File: config.mk
export PLATFORM = sky130hd
export DESIGN_NAME = butterworth_lowpass_4th_order
export DESIGN_NICKNAME = d
export VERILOG_FILES = /design/src/rtl/core/bwlp_pkg.sv /design/src/rtl/core/butterworth_lowpass_4th_order.sv /design/src/rtl/core/bwlp_ctrl.sv /design/src/rtl/core/bwlp_datapath.sv
export SDC_FILE = /design/constraint.sdc
export NUM_CORES = 2
export LEC_CHECK = 0
export BUFFER_PORTS_ARGS = -buffer_cell sky130_fd_sc_hd__buf_2
export CELL_PAD_IN_SITES_DETAIL_PLACEMENT = 0
export CELL_PAD_IN_SITES_GLOBAL_PLACEMENT = 1
export CORE_ASPECT_RATIO = 1.1
export CORE_MARGIN = 8
export CORE_UTILIZATION = 30
export DETAILED_ROUTE_END_ITERATION = 12
export GPL_TIMING_DRIVEN = 0
export PLACE_DENSITY = 0.55
export SLEW_MARGIN = 5
export SYNTH_ARGS = -nofsm -noshare
export SYNTH_HDL_FRONTEND = slang
export SYNTH_SLANG_ARGS = --single-unit
File: constraint.sdc
create_clock -name clk_i -period 10.21 [get_ports clk_i]
set_input_delay 1.5315 -clock clk_i [delete_from_list [all_inputs] [get_ports clk_i]]
set_output_delay 1.5315 -clock clk_i [all_outputs]
set_load 0.05 [all_outputs]
File: src/rtl/core/bwlp_pkg.sv
// Shared types, constants and helpers for the fourth-order low-pass filter.
// Used by the controller, the datapath and the top level.
package bwlp_pkg;

  localparam int SAMPLE_BITS = 16;
  localparam int COEF_W      = 32;
  localparam int OUT_W       = 32;
  localparam int PROD_W      = 2 * COEF_W;
  localparam int SUM1_W      = SAMPLE_BITS + 2;
  localparam int FF_W        = PROD_W + 3;
  localparam int FRAC_COEF   = 28;
  localparam int FF1_SHIFT   = 12;
  localparam int FB_W        = PROD_W - FRAC_COEF;
  localparam int RES_W       = (SAMPLE_BITS + 24 > 40) ? SAMPLE_BITS + 24 : 40;
  localparam int CFG_IDX_W   = 3;

  typedef enum logic [CFG_IDX_W-1:0] {
    CFG_FIRST_GAIN    = 3'd0,
    CFG_FIRST_FB_ONE  = 3'd1,
    CFG_FIRST_FB_TWO  = 3'd2,
    CFG_SECOND_GAIN   = 3'd3,
    CFG_SECOND_FB_ONE = 3'd4,
    CFG_SECOND_FB_TWO = 3'd5
  } cfg_idx_e;

  typedef enum logic [3:0] {
    MUL_NONE = 4'd0,
    MUL_FF1  = 4'd1,
    MUL_FB11 = 4'd2,
    MUL_FB12 = 4'd3,
    MUL_FB21 = 4'd4,
    MUL_FB22 = 4'd5,
    MUL_FF2A = 4'd6,
    MUL_FF2B = 4'd7,
    MUL_FF2C = 4'd8
  } mul_sel_e;

  typedef enum logic [2:0] {
    RES_HOLD        = 3'd0,
    RES_LOAD_FF1    = 3'd1,
    RES_SUB_FB      = 3'd2,
    RES_LOAD_NEG_FB = 3'd3,
    RES_ADD_FF      = 3'd4
  } res_op_e;

  typedef enum logic [1:0] {
    FF_HOLD     = 2'd0,
    FF_LOAD_DBL = 2'd1,
    FF_ADD      = 2'd2
  } ff_op_e;

  typedef struct packed {
    logic     take;
    mul_sel_e mul_sel;
    res_op_e  res_op;
    ff_op_e   ff_op;
    logic     mid_load;
    logic     commit;
  } cmd_t;

  function automatic logic signed [OUT_W-1:0] sat32(input logic signed [RES_W-1:0] v);
    logic [RES_W-OUT_W:0] top;
    top = v[RES_W-1:OUT_W-1];
    if ((&top) || !(|top)) begin
      sat32 = v[OUT_W-1:0];
    end else if (v[RES_W-1]) begin
      sat32 = {1'b1, {(OUT_W-1){1'b0}}};
    end else begin
      sat32 = {1'b0, {(OUT_W-1){1'b1}}};
    end
  endfunction

endpackage

File: src/rtl/core/butterworth_lowpass_4th_order.sv
// Top level of the fourth-order Butterworth low-pass filter (two biquads).
// Depends on bwlp_pkg, bwlp_ctrl and bwlp_datapath.
//
//   channel    handshake                        payload
//   sample     sample_valid_i / sample_ready_o  sample_i    (16 bit signed)
//   filtered   filtered_valid_o / filtered_ready_i filtered_o (32 bit Q16.16)
//   cfg        cfg_valid_i / cfg_ready_o        cfg_index_i, cfg_data_i
//
// A new sample is taken only after the previous result has been committed:
// eight products pass one by one through a single shared 32x32 multiplier.
// The result is registered when the sequencer commits it in its DONE step.
// Reset clears coefficients and filter history to zero.
// A result stalled at the output holds the sequencer in its last step.
// Accept coefficient writes only while the sequencer is idle.
module butterworth_lowpass_4th_order (
  input  logic                                    clk_i,
  input  logic                                    rst_ni,
  input  logic                                    sample_valid_i,
  output logic                                    sample_ready_o,
  input  logic signed [bwlp_pkg::SAMPLE_BITS-1:0] sample_i,
  output logic                                    filtered_valid_o,
  input  logic                                    filtered_ready_i,
  output logic signed [bwlp_pkg::OUT_W-1:0]       filtered_o,
  input  logic                                    cfg_valid_i,
  output logic                                    cfg_ready_o,
  input  logic [bwlp_pkg::CFG_IDX_W-1:0]          cfg_index_i,
  input  logic [bwlp_pkg::COEF_W-1:0]             cfg_data_i
);
  import bwlp_pkg::*;

  cmd_t cmd;

  assign cfg_ready_o = sample_ready_o;

  bwlp_ctrl u_ctrl (
    .clk_i            (clk_i),
    .rst_ni           (rst_ni),
    .sample_valid_i   (sample_valid_i),
    .sample_ready_o   (sample_ready_o),
    .filtered_valid_o (filtered_valid_o),
    .filtered_ready_i (filtered_ready_i),
    .cmd_o            (cmd)
  );

  bwlp_datapath u_datapath (
    .clk_i       (clk_i),
    .rst_ni      (rst_ni),
    .cmd_i       (cmd),
    .sample_i    (sample_i),
    .cfg_we_i    (cfg_valid_i && cfg_ready_o),
    .cfg_index_i (cfg_index_i),
    .cfg_data_i  (cfg_data_i),
    .filtered_o  (filtered_o)
  );

endmodule

File: src/rtl/core/bwlp_ctrl.sv
// Sequencer for the two cascaded biquad sections and the result handshake.
// Depends on bwlp_pkg for the command struct and operation codes.
module bwlp_ctrl (
  input  logic             clk_i,
  input  logic             rst_ni,
  input  logic             sample_valid_i,
  output logic             sample_ready_o,
  output logic             filtered_valid_o,
  input  logic             filtered_ready_i,
  output bwlp_pkg::cmd_t   cmd_o
);
  import bwlp_pkg::*;

  typedef enum logic [11:0] {
    ST_IDLE = 12'b0000_0000_0001,
    ST_C1   = 12'b0000_0000_0010,
    ST_C2   = 12'b0000_0000_0100,
    ST_C3   = 12'b0000_0000_1000,
    ST_C4   = 12'b0000_0001_0000,
    ST_C5   = 12'b0000_0010_0000,
    ST_C6   = 12'b0000_0100_0000,
    ST_C7   = 12'b0000_1000_0000,
    ST_C8   = 12'b0001_0000_0000,
    ST_C9   = 12'b0010_0000_0000,
    ST_C10  = 12'b0100_0000_0000,
    ST_DONE = 12'b1000_0000_0000
  } state_e;

  state_e state_q, state_d;
  logic   out_valid_q, out_valid_d;
  logic   out_free;

  assign sample_ready_o   = (state_q == ST_IDLE);
  assign filtered_valid_o = out_valid_q;
  assign out_free         = !out_valid_q || filtered_ready_i;

  always_comb begin
    state_d        = state_q;
    cmd_o          = '0;
    cmd_o.mul_sel  = MUL_NONE;
    cmd_o.res_op   = RES_HOLD;
    cmd_o.ff_op    = FF_HOLD;
    case (state_q)
      ST_IDLE: begin
        if (sample_valid_i) begin
          cmd_o.take = 1'b1;
          state_d    = ST_C1;
        end
      end
      ST_C1: begin
        cmd_o.mul_sel = MUL_FF1;
        state_d       = ST_C2;
      end
      ST_C2: begin
        cmd_o.mul_sel = MUL_FB11;
        cmd_o.res_op  = RES_LOAD_FF1;
        state_d       = ST_C3;
      end
      ST_C3: begin
        cmd_o.mul_sel = MUL_FB12;
        cmd_o.res_op  = RES_SUB_FB;
        state_d       = ST_C4;
      end
      ST_C4: begin
        cmd_o.mul_sel = MUL_FB21;
        cmd_o.res_op  = RES_SUB_FB;
        state_d       = ST_C5;
      end
      ST_C5: begin
        cmd_o.mul_sel  = MUL_FB22;
        cmd_o.mid_load = 1'b1;
        cmd_o.res_op   = RES_LOAD_NEG_FB;
        state_d        = ST_C6;
      end
      ST_C6: begin
        cmd_o.mul_sel = MUL_FF2A;
        cmd_o.res_op  = RES_SUB_FB;
        state_d       = ST_C7;
      end
      ST_C7: begin
        cmd_o.mul_sel = MUL_FF2B;
        cmd_o.ff_op   = FF_LOAD_DBL;
        state_d       = ST_C8;
      end
      ST_C8: begin
        cmd_o.mul_sel = MUL_FF2C;
        cmd_o.ff_op   = FF_ADD;
        state_d       = ST_C9;
      end
      ST_C9: begin
        cmd_o.ff_op = FF_ADD;
        state_d     = ST_C10;
      end
      ST_C10: begin
        cmd_o.res_op = RES_ADD_FF;
        state_d      = ST_DONE;
      end
      ST_DONE: begin
        if (out_free) begin
          cmd_o.commit = 1'b1;
          state_d      = ST_IDLE;
        end
      end
      default: begin
        state_d = ST_IDLE;
      end
    endcase
  end

  assign out_valid_d = (out_valid_q && !filtered_ready_i) || cmd_o.commit;

  always_ff @(posedge clk_i or negedge rst_ni) begin
    if (!rst_ni) begin
      state_q     <= ST_IDLE;
      out_valid_q <= 1'b0;
    end else begin
      state_q     <= state_d;
      out_valid_q <= out_valid_d;
    end
  end

endmodule

File: src/rtl/core/bwlp_datapath.sv
// Coefficient registers, filter history, shared multiplier and accumulators.
// Depends on bwlp_pkg; driven by commands from bwlp_ctrl.
module bwlp_datapath (
  input  logic                                     clk_i,
  input  logic                                     rst_ni,
  input  bwlp_pkg::cmd_t                           cmd_i,
  input  logic signed [bwlp_pkg::SAMPLE_BITS-1:0]  sample_i,
  input  logic                                     cfg_we_i,
  input  logic [bwlp_pkg::CFG_IDX_W-1:0]           cfg_index_i,
  input  logic [bwlp_pkg::COEF_W-1:0]              cfg_data_i,
  output logic signed [bwlp_pkg::OUT_W-1:0]        filtered_o
);
  import bwlp_pkg::*;

  localparam logic signed [PROD_W-1:0] HALF12   = PROD_W'(1) <<< (FF1_SHIFT - 1);
  localparam logic signed [PROD_W-1:0] HALF28   = PROD_W'(1) <<< (FRAC_COEF - 1);
  localparam logic signed [FF_W-1:0]   HALF28_W = FF_W'(1) <<< (FRAC_COEF - 1);

  logic signed [COEF_W-1:0]      g1_q, a11_q, a12_q, g2_q, a21_q, a22_q;
  logic signed [SAMPLE_BITS-1:0] x_q, x1_q, x2_q;
  logic signed [OUT_W-1:0]       m_q, m1_q, m2_q, y1_q, y2_q, out_q;
  logic signed [PROD_W-1:0]      prod_q, prod_d;
  logic signed [FF_W-1:0]        ff_q, ff_d;
  logic signed [RES_W-1:0]       res_q, res_d;

  logic signed [SUM1_W-1:0]      sum1;
  logic signed [COEF_W-1:0]      mul_a, mul_b;
  logic signed [PROD_W-1:0]      prod_r12, prod_r28;
  logic signed [FF_W-1:0]        ff_r;
  logic signed [FB_W-1:0]        fb_v;
  logic signed [FF_W-FRAC_COEF-1:0] ff_v;
  logic signed [RES_W-1:0]       ff1_term, fb_term, ff2_term;
  logic signed [OUT_W-1:0]       y_sat;

  always_ff @(posedge clk_i or negedge rst_ni) begin
    if (!rst_ni) begin
      g1_q  <= '0;
      a11_q <= '0;
      a12_q <= '0;
      g2_q  <= '0;
      a21_q <= '0;
      a22_q <= '0;
    end else if (cfg_we_i) begin
      case (cfg_index_i)
        CFG_FIRST_GAIN:    g1_q  <= cfg_data_i;
        CFG_FIRST_FB_ONE:  a11_q <= cfg_data_i;
        CFG_FIRST_FB_TWO:  a12_q <= cfg_data_i;
        CFG_SECOND_GAIN:   g2_q  <= cfg_data_i;
        CFG_SECOND_FB_ONE: a21_q <= cfg_data_i;
        CFG_SECOND_FB_TWO: a22_q <= cfg_data_i;
        default: ;
      endcase
    end
  end

  assign sum1 = {{2{x_q[SAMPLE_BITS-1]}}, x_q}
              + {x1_q[SAMPLE_BITS-1], x1_q, 1'b0}
              + {{2{x2_q[SAMPLE_BITS-1]}}, x2_q};

  always_comb begin
    mul_a = '0;
    mul_b = '0;
    case (cmd_i.mul_sel)
      MUL_FF1: begin
        mul_a = g1_q;
        mul_b = {{(COEF_W-SUM1_W){sum1[SUM1_W-1]}}, sum1};
      end
      MUL_FB11: begin
        mul_a = a11_q;
        mul_b = m1_q;
      end
      MUL_FB12: begin
        mul_a = a12_q;
        mul_b = m2_q;
      end
      MUL_FB21: begin
        mul_a = a21_q;
        mul_b = y1_q;
      end
      MUL_FB22: begin
        mul_a = a22_q;
        mul_b = y2_q;
      end
      MUL_FF2A: begin
        mul_a = g2_q;
        mul_b = m1_q;
      end
      MUL_FF2B: begin
        mul_a = g2_q;
        mul_b = m2_q;
      end
      MUL_FF2C: begin
        mul_a = g2_q;
        mul_b = m_q;
      end
      default: ;
    endcase
  end

  assign prod_d = PROD_W'(mul_a) * PROD_W'(mul_b);

  assign prod_r12 = prod_q + HALF12;
  assign prod_r28 = prod_q + HALF28;
  assign ff_r     = ff_q + HALF28_W;
  assign fb_v     = prod_r28[PROD_W-1:FRAC_COEF];
  assign ff_v     = ff_r[FF_W-1:FRAC_COEF];
  assign ff1_term = RES_W'(prod_r12[PROD_W-1:FF1_SHIFT]);
  assign fb_term  = RES_W'(fb_v);
  assign ff2_term = RES_W'(ff_v);

  always_comb begin
    case (cmd_i.res_op)
      RES_LOAD_FF1:    res_d = ff1_term;
      RES_SUB_FB:      res_d = res_q - fb_term;
      RES_LOAD_NEG_FB: res_d = -fb_term;
      RES_ADD_FF:      res_d = res_q + ff2_term;
      default:         res_d = res_q;
    endcase
  end

  always_comb begin
    case (cmd_i.ff_op)
      FF_LOAD_DBL: ff_d = FF_W'(prod_q) <<< 1;
      FF_ADD:      ff_d = ff_q + FF_W'(prod_q);
      default:     ff_d = ff_q;
    endcase
  end

  assign y_sat = sat32(res_q);

  always_ff @(posedge clk_i) begin
    prod_q <= prod_d;
    ff_q   <= ff_d;
    res_q  <= res_d;
    if (cmd_i.take) begin
      x_q <= sample_i;
    end
    if (cmd_i.mid_load) begin
      m_q <= sat32(res_q);
    end
    if (cmd_i.commit) begin
      out_q <= y_sat;
    end
  end

  always_ff @(posedge clk_i or negedge rst_ni) begin
    if (!rst_ni) begin
      x1_q <= '0;
      x2_q <= '0;
      m1_q <= '0;
      m2_q <= '0;
      y1_q <= '0;
      y2_q <= '0;
    end else if (cmd_i.commit) begin
      x1_q <= x_q;
      x2_q <= x1_q;
      m1_q <= m_q;
      m2_q <= m1_q;
      y1_q <= y_sat;
      y2_q <= y1_q;
    end
  end

  assign filtered_o = out_q;

endmodule

Word level (Yosys, flattened, before mapping):

Index checks and enable logic that the tools add are counted.

* add/sub/neg operators: 9
* $mul: 1
* div/mod/pow operators: 0
* $lt $le $gt $ge: 0
* eq/ne operators: 33
* shifts and indexed selects: 0
* muxes and demuxes: 17
* bitwise gates (word level): 0
* reductions and logical operators: 25

Operator list (number)
* 32-bit case mux with 6 select lines: 2
* 40-bit case mux with 4 select lines: 1
* 12-bit case mux with 12 select lines: 1
* 67-bit case mux with 2 select lines: 1
* 67-bit by 29-bit adder with 67-bit output (second input constant): 1
* 67-bit by 64-bit adder with 67-bit output: 1
* 64-bit by 29-bit adder with 64-bit output (second input constant): 1
* 32-bit by 32-bit multiplier with 64-bit output: 1
* 32-bit two-way mux: 2
* 52-bit by 13-bit adder with 52-bit output (second input constant): 1
* 40-bit by 39-bit adder with 40-bit output: 1
* 36-bit negator with 40-bit output: 1
* 40-bit by 36-bit subtractor with 40-bit output: 1
* 4-bit case mux with 8 select lines: 1
* 12-bit two-way mux: 2
* 16-bit by 17-bit adder with 18-bit output: 1
* 18-bit adder: 1
* 4-bit by 3-bit equality test with 1-bit output (second input constant): 4
* 2-bit AND reduction: 7
* 12-bit by 1-bit equality test with 1-bit output (second input constant): 1
* 12-bit by 10-bit equality test with 1-bit output (second input constant): 1
* 12-bit by 11-bit equality test with 1-bit output (second input constant): 1
* 12-bit equality test (second input constant): 1
* 12-bit by 2-bit equality test with 1-bit output (second input constant): 1
* other kinds (30): 49

* bits in registers: 616
* latch bits: 0
* bits in writable memories: 0
* bits in read-only memories: 0
* output and inout bits: 35
* word-level logic and storage cells: 105
* memories: 0

Depth between registers and ports, before layout:

* word-level depth: 6
* gate-level depth with buffers: 44
* gate-level depth less buffers: 42

By module:

Synthesis repeated with hierarchy kept, for this count alone.

* cells, all modules: 7247
* area, all modules: 70671.5 µm²

By module, submodules not included
* bwlp_datapath: instances 1, cells an instance 7166, area each 69872.0 µm², seq. area each 15705.1 µm²
* bwlp_ctrl: instances 1, cells an instance 79, area each 785.8 µm², seq. area each 326.6 µm²
* butterworth_lowpass_4th_order: instances 1, cells an instance 2, area each 13.8 µm², seq. area each 0.0 µm²

Worst setup path before layout:

OpenSTA, ideal clock, no wires.

* kind: reg-to-reg
* start: register u_datapath.x2_q[1]
* end: register u_datapath.prod_q[62]
* data arrival time: 10323 ps
* slack: -247 ps
* stages on the path, launching flop included: 42
* period minus slack after synthesis: 10457 ps
* path through: dfrtp_1 fa_1 ha_1 fa_1 a21o_1 a21oi_1 o21bai_1 a21oi_1 o21bai_1 a21oi_1 a21oi_1 a31o_2 mux2_2 clkbuf_1 clkbuf_1 clkbuf_1 a21oi_1 fa_1 (+6 left out) fa_1 fa_1 fa_1 fa_1 inv_1 ha_1 clkbuf_1 a21oi_1 o21bai_1 a21oi_1 o31ai_1 a221o_1 a21oi_1 a21oi_1 o311ai_1 o21ai_0 a21oi_1 o2111ai_1

* word-level cells in the longest chain between the ends: 3

Ends and longest elaborated chain
* from (decl): line bwlp_datapath.sv:20 `logic signed [SAMPLE_BITS-1:0] x_q, x1_q, x2_q;`
* from (signal assigned): line bwlp_datapath.sv:156 `x2_q <= x1_q;`
* 18-bit adder: line bwlp_datapath.sv:58 `+ {{2{x2_q[SAMPLE_BITS-1]}}, x2_q};`
* 32-bit case mux with 6 select lines: line bwlp_datapath.sv:63 `case (cmd_i.mul_sel)`
* 32-bit by 32-bit multiplier with 64-bit output: line bwlp_datapath.sv:100 `assign prod_d = PROD_W'(mul_a) * PROD_W'(mul_b);`
* net u_datapath.prod_d[62]: line bwlp_datapath.sv:22 `logic signed [PROD_W-1:0] prod_q, prod_d;`
* to (signal assigned): line bwlp_datapath.sv:132 `prod_q <= prod_d;`
* to (decl): line bwlp_datapath.sv:22

The timed path passes the listed nets, and every way through them passes these cells.
A chain may end at the register's enable or synchronous reset.

Worst setup path after layout:

* start: register u_datapath.x_q[1]
* end: register u_datapath.prod_q[58]

* word-level cells in the longest chain between the ends: 4

Ends and longest elaborated chain
* from (decl): line bwlp_datapath.sv:20
* from (signal assigned): line bwlp_datapath.sv:136 `x_q <= sample_i;`
* 16-bit by 17-bit adder with 18-bit output: line bwlp_datapath.sv:57 `+ {x1_q[SAMPLE_BITS-1], x1_q, 1'b0}`
* 18-bit adder: line bwlp_datapath.sv:58
* 32-bit case mux with 6 select lines: line bwlp_datapath.sv:63
* 32-bit by 32-bit multiplier with 64-bit output: line bwlp_datapath.sv:100
* net u_datapath.prod_d[58]: line bwlp_datapath.sv:22

The timed path passes the listed nets, and every way through them passes these cells.

==> impl_metrics.yaml <==
finish:
  largest_reg_flops: 67
  nets: 9208
  area_growth_pct: 16.3
  utilization_pct: 35.0
  instances_no_fill: 10900
  regMostFlops: "u_datapath.ff_q"
  layout_commonest_cell: "inv_1"
  final_cell_mix: "1,072 x inv_1, 1,030 x fa_1, 955 x nand2_1, 440 x nor2_1, 392 x a21oi_1"
  fillerInstances: 24200
  top_regs: "u_datapath.ff_q (67), u_datapath.prod_q (64), u_datapath.res_q (40)"
  drive_gt1_share_pct: 16.3
clocking:
  cts-root-buf: "clkbuf_16"
  htree_levels: 3
  clkLatencyLatePin_ns: 0.74
  holdBufCountCts: 0
  cts_tree: "done"
  clk_pin_slew_ns: 0.06
  numCtsBuffers: 83
  clockBufferDepth: 3
  cts.sinks: 616
worst_hold_path:
  hold_depth: 2
  hold_class: "reg -> reg"
outcome:
  status: "finished with violations"
  violations: "negative setup slack"
global_route:
  globalRouteTotalUtil_pct: 23.8
  antenna_found_initial: 13
  first_global_vias: 58700
  grt_overflow_total: 0
  grt_pass1_wl_mm: 438
  grt_max_degree: 108
synthesis:
  yosys_warnings: 0
  ys_ff_latch: 616
  synth_nets: 8908
  synth_ff_type: "dfrtp_1"
  avgSynthCellArea_sq_um: 9.51
  synth-edff-count: 187
  synthDistinctLibCells: 102
  yosysSeqAreaShare_pct: 22.7
  ys_async_sr_fraction_pct: 59.3
  syn_inst: 7440
  synth.cell_area_sq_um: 70800
power_and_ir_drop:
  irDropWorstVdd_v: 0.000215
  power_density_nw_per_um2: 206
  p_leak_nw: 37.9
  finalPower_mw: 17.0
die:
  dieArea_sq_um: 252000
  io-pin-count: 91
  initial_utilization_pct: 30.1
  die_w_um: 479
  placementRows: 187
  core_area_sq_um: 235000
  die_h_um: 525
sta:
  finalHoldViolations: 0
  timing.fmax_ghz: 0.0925
  postLayoutSetupSlackWorst_ns: -0.600
  worst_slew_pin_slew_ns: 1.46
  setup_viol: 24
  finClkSkew_ns: 0.0534
  maxSlewHeadroom_pct: 2.51
  period_share_pct: 106
  period_needed_ns: 10.81
  slew_violations: 0
  rsz0062_at_grt: "yes"
setup_path:
  crit_type: "reg -> reg"
  critPathSlowestCell: "fa_2"
  cp.depth: 40
  cpPeakStageDelay_ns: 0.66
  cp.required_ns: 10.77
  cp_num_buf_inv: 7
  reg2reg_depth: 40
  critPathLaunchType: "flip-flop"
  path_delay_family: "adder cells"
  cp_max_fo: 10
  arrival_ns: 11.37
  endpoint_kind: "flip-flop"
placed_design:
  dpl.cell_count: 10700
  dp_hpwl_mm: 250
  numPortBuffers: 90
  gp_congestion: 0.973
drt:
  drt_pass1_iterations: 7
  drt_iter0_markers: 4592
  viasPerCell: 5.18
  vias: 56700
  wl_per_cell_um: 27.8
  drcViolationCount: 0
  ant_nets: 0
  drt-total-wl_mm: 304
run:
  maxCapViolCount: 0
[final timing paths]
check                                             from                               to  slack, ns
min in group asynchronous                       rst_ni   u_datapath.m1_q[0]$_DFFE_PN0P_       0.85
setup / recovery           u_datapath.x_q[1]$_DFFE_PP_    u_datapath.prod_q[58]$_DFF_P_      -0.60
setup reg to reg           u_datapath.x_q[1]$_DFFE_PP_    u_datapath.prod_q[58]$_DFF_P_      -0.60
hold / removal             u_datapath.m_q[7]$_DFFE_PP_   u_datapath.m1_q[7]$_DFFE_PN0P_       0.46
hold reg to reg            u_datapath.m_q[7]$_DFFE_PP_   u_datapath.m1_q[7]$_DFFE_PN0P_       0.46
max in group asynchronous                       rst_ni  u_datapath.g1_q[20]$_DFFE_PN0P_       7.86
[per-stage QoR]
step	hold slack [ns]	TNS [ns]	area (sq um)	setup slack, ns
global placement	0.448	-186.41	75100	-4.50
finish	0.463	-7.45	82300	-0.600
CTS	0.470	-7.19	81200	-0.510
global route	0.492	-15.74	82300	-0.854
detailed placement	0.455	-150.39	75700	-4.06
floorplan	0.438	0	70800	0.00346
[cell families after synthesis]
group | count (synthesis) | synth area share [%]
and+or+nand+nor | 1941 | 12.4
buffers and inverters | 1520 | 8.15
adders and majority gates | 1412 | 36.6
AOI/OAI and AO/OA | 1342 | 11.7
DFF | 616 | 22.7
xor gates and xnor gates | 316 | 3.91
muxes | 293 | 4.64
[cell type report]
class / instances / area, sq um / area share, %
antenna: 10 / 25.0 / 0.0304
inverter: 1094 / 4140 / 5.03
multi-input combinational: 5304 / 50800 / 61.7
clock inverter: 42 / 556 / 0.675
clock buffer: 113 / 2360 / 2.87
buffer: 391 / 2480 / 3.01
timing repair buffer: 250 / 2060 / 2.50
tap: 3118 / 3900 / 4.74
sequential: 616 / 16000 / 19.5
[metal layers]
layer	global-route usage [%]	wire, um	up-vias
li1	-	-	24800
met1	32.1	131000	29600
met2	38.1	139000	1786
met3	3.66	17800	463
met4	10.4	16600	0
met5	0	0	-
[where the power goes]
group | switching [mW] | internal (mW) | leakage, nW | total (mW)
combinational | 6.38 | 3.83 | 29.5 | 10.2
clock | 1.27 | 1.85 | 1.43 | 3.12
sequential | 0.545 | 3.10 | 7.03 | 3.64
[worst min-delay path, cell delays in order, from the launching register on]
cell and delay, ns:
edfxtp_1 0.34, nand2_1 0.05, nand2_1 0.05
[cell usage after synthesis (all sizes together), types with 12 or more instances]
master  instances  area (sq um)
a211oi         18           140
a21o          133           998
a21oi         457          2290
a221o          12           120
a221oi         18           158
a222oi         45           450
a22oi          81           608
a31oi          31           194
and2           44           277
and3           65           412
and4           25           221
buf            63           299
clkbuf        363          1370
dfrtp         364          9110
dfxtp          64          1280
edfxtp        187          5620
fa           1101         22000
ha            311          3890
inv          1094          4110
mux2          278          3130
mux2i          15           150
nand2         968          3640
nand2b         36           225
nand3         120           606
nand4          65           458
nor2          450          1690
nor2b          26           163
nor3           35           191
nor3b          16           125
nor4           18           161
o21a           21           158
o21ai         380          1900
o21bai         38           285
o31ai          14           119
or2            21           131
or3            17           111
xnor2         188          1650
xor2          128          1120
[timing repair]
action / CTS / global route
pin swaps: 108 / 97
gates cloned: 1 / 2
endpoints found under the setup margin: 56 / 43
setup buffers: 84 / 47
gates resized for setup: 595 / 258
Power figures use the tool's default switching activity.
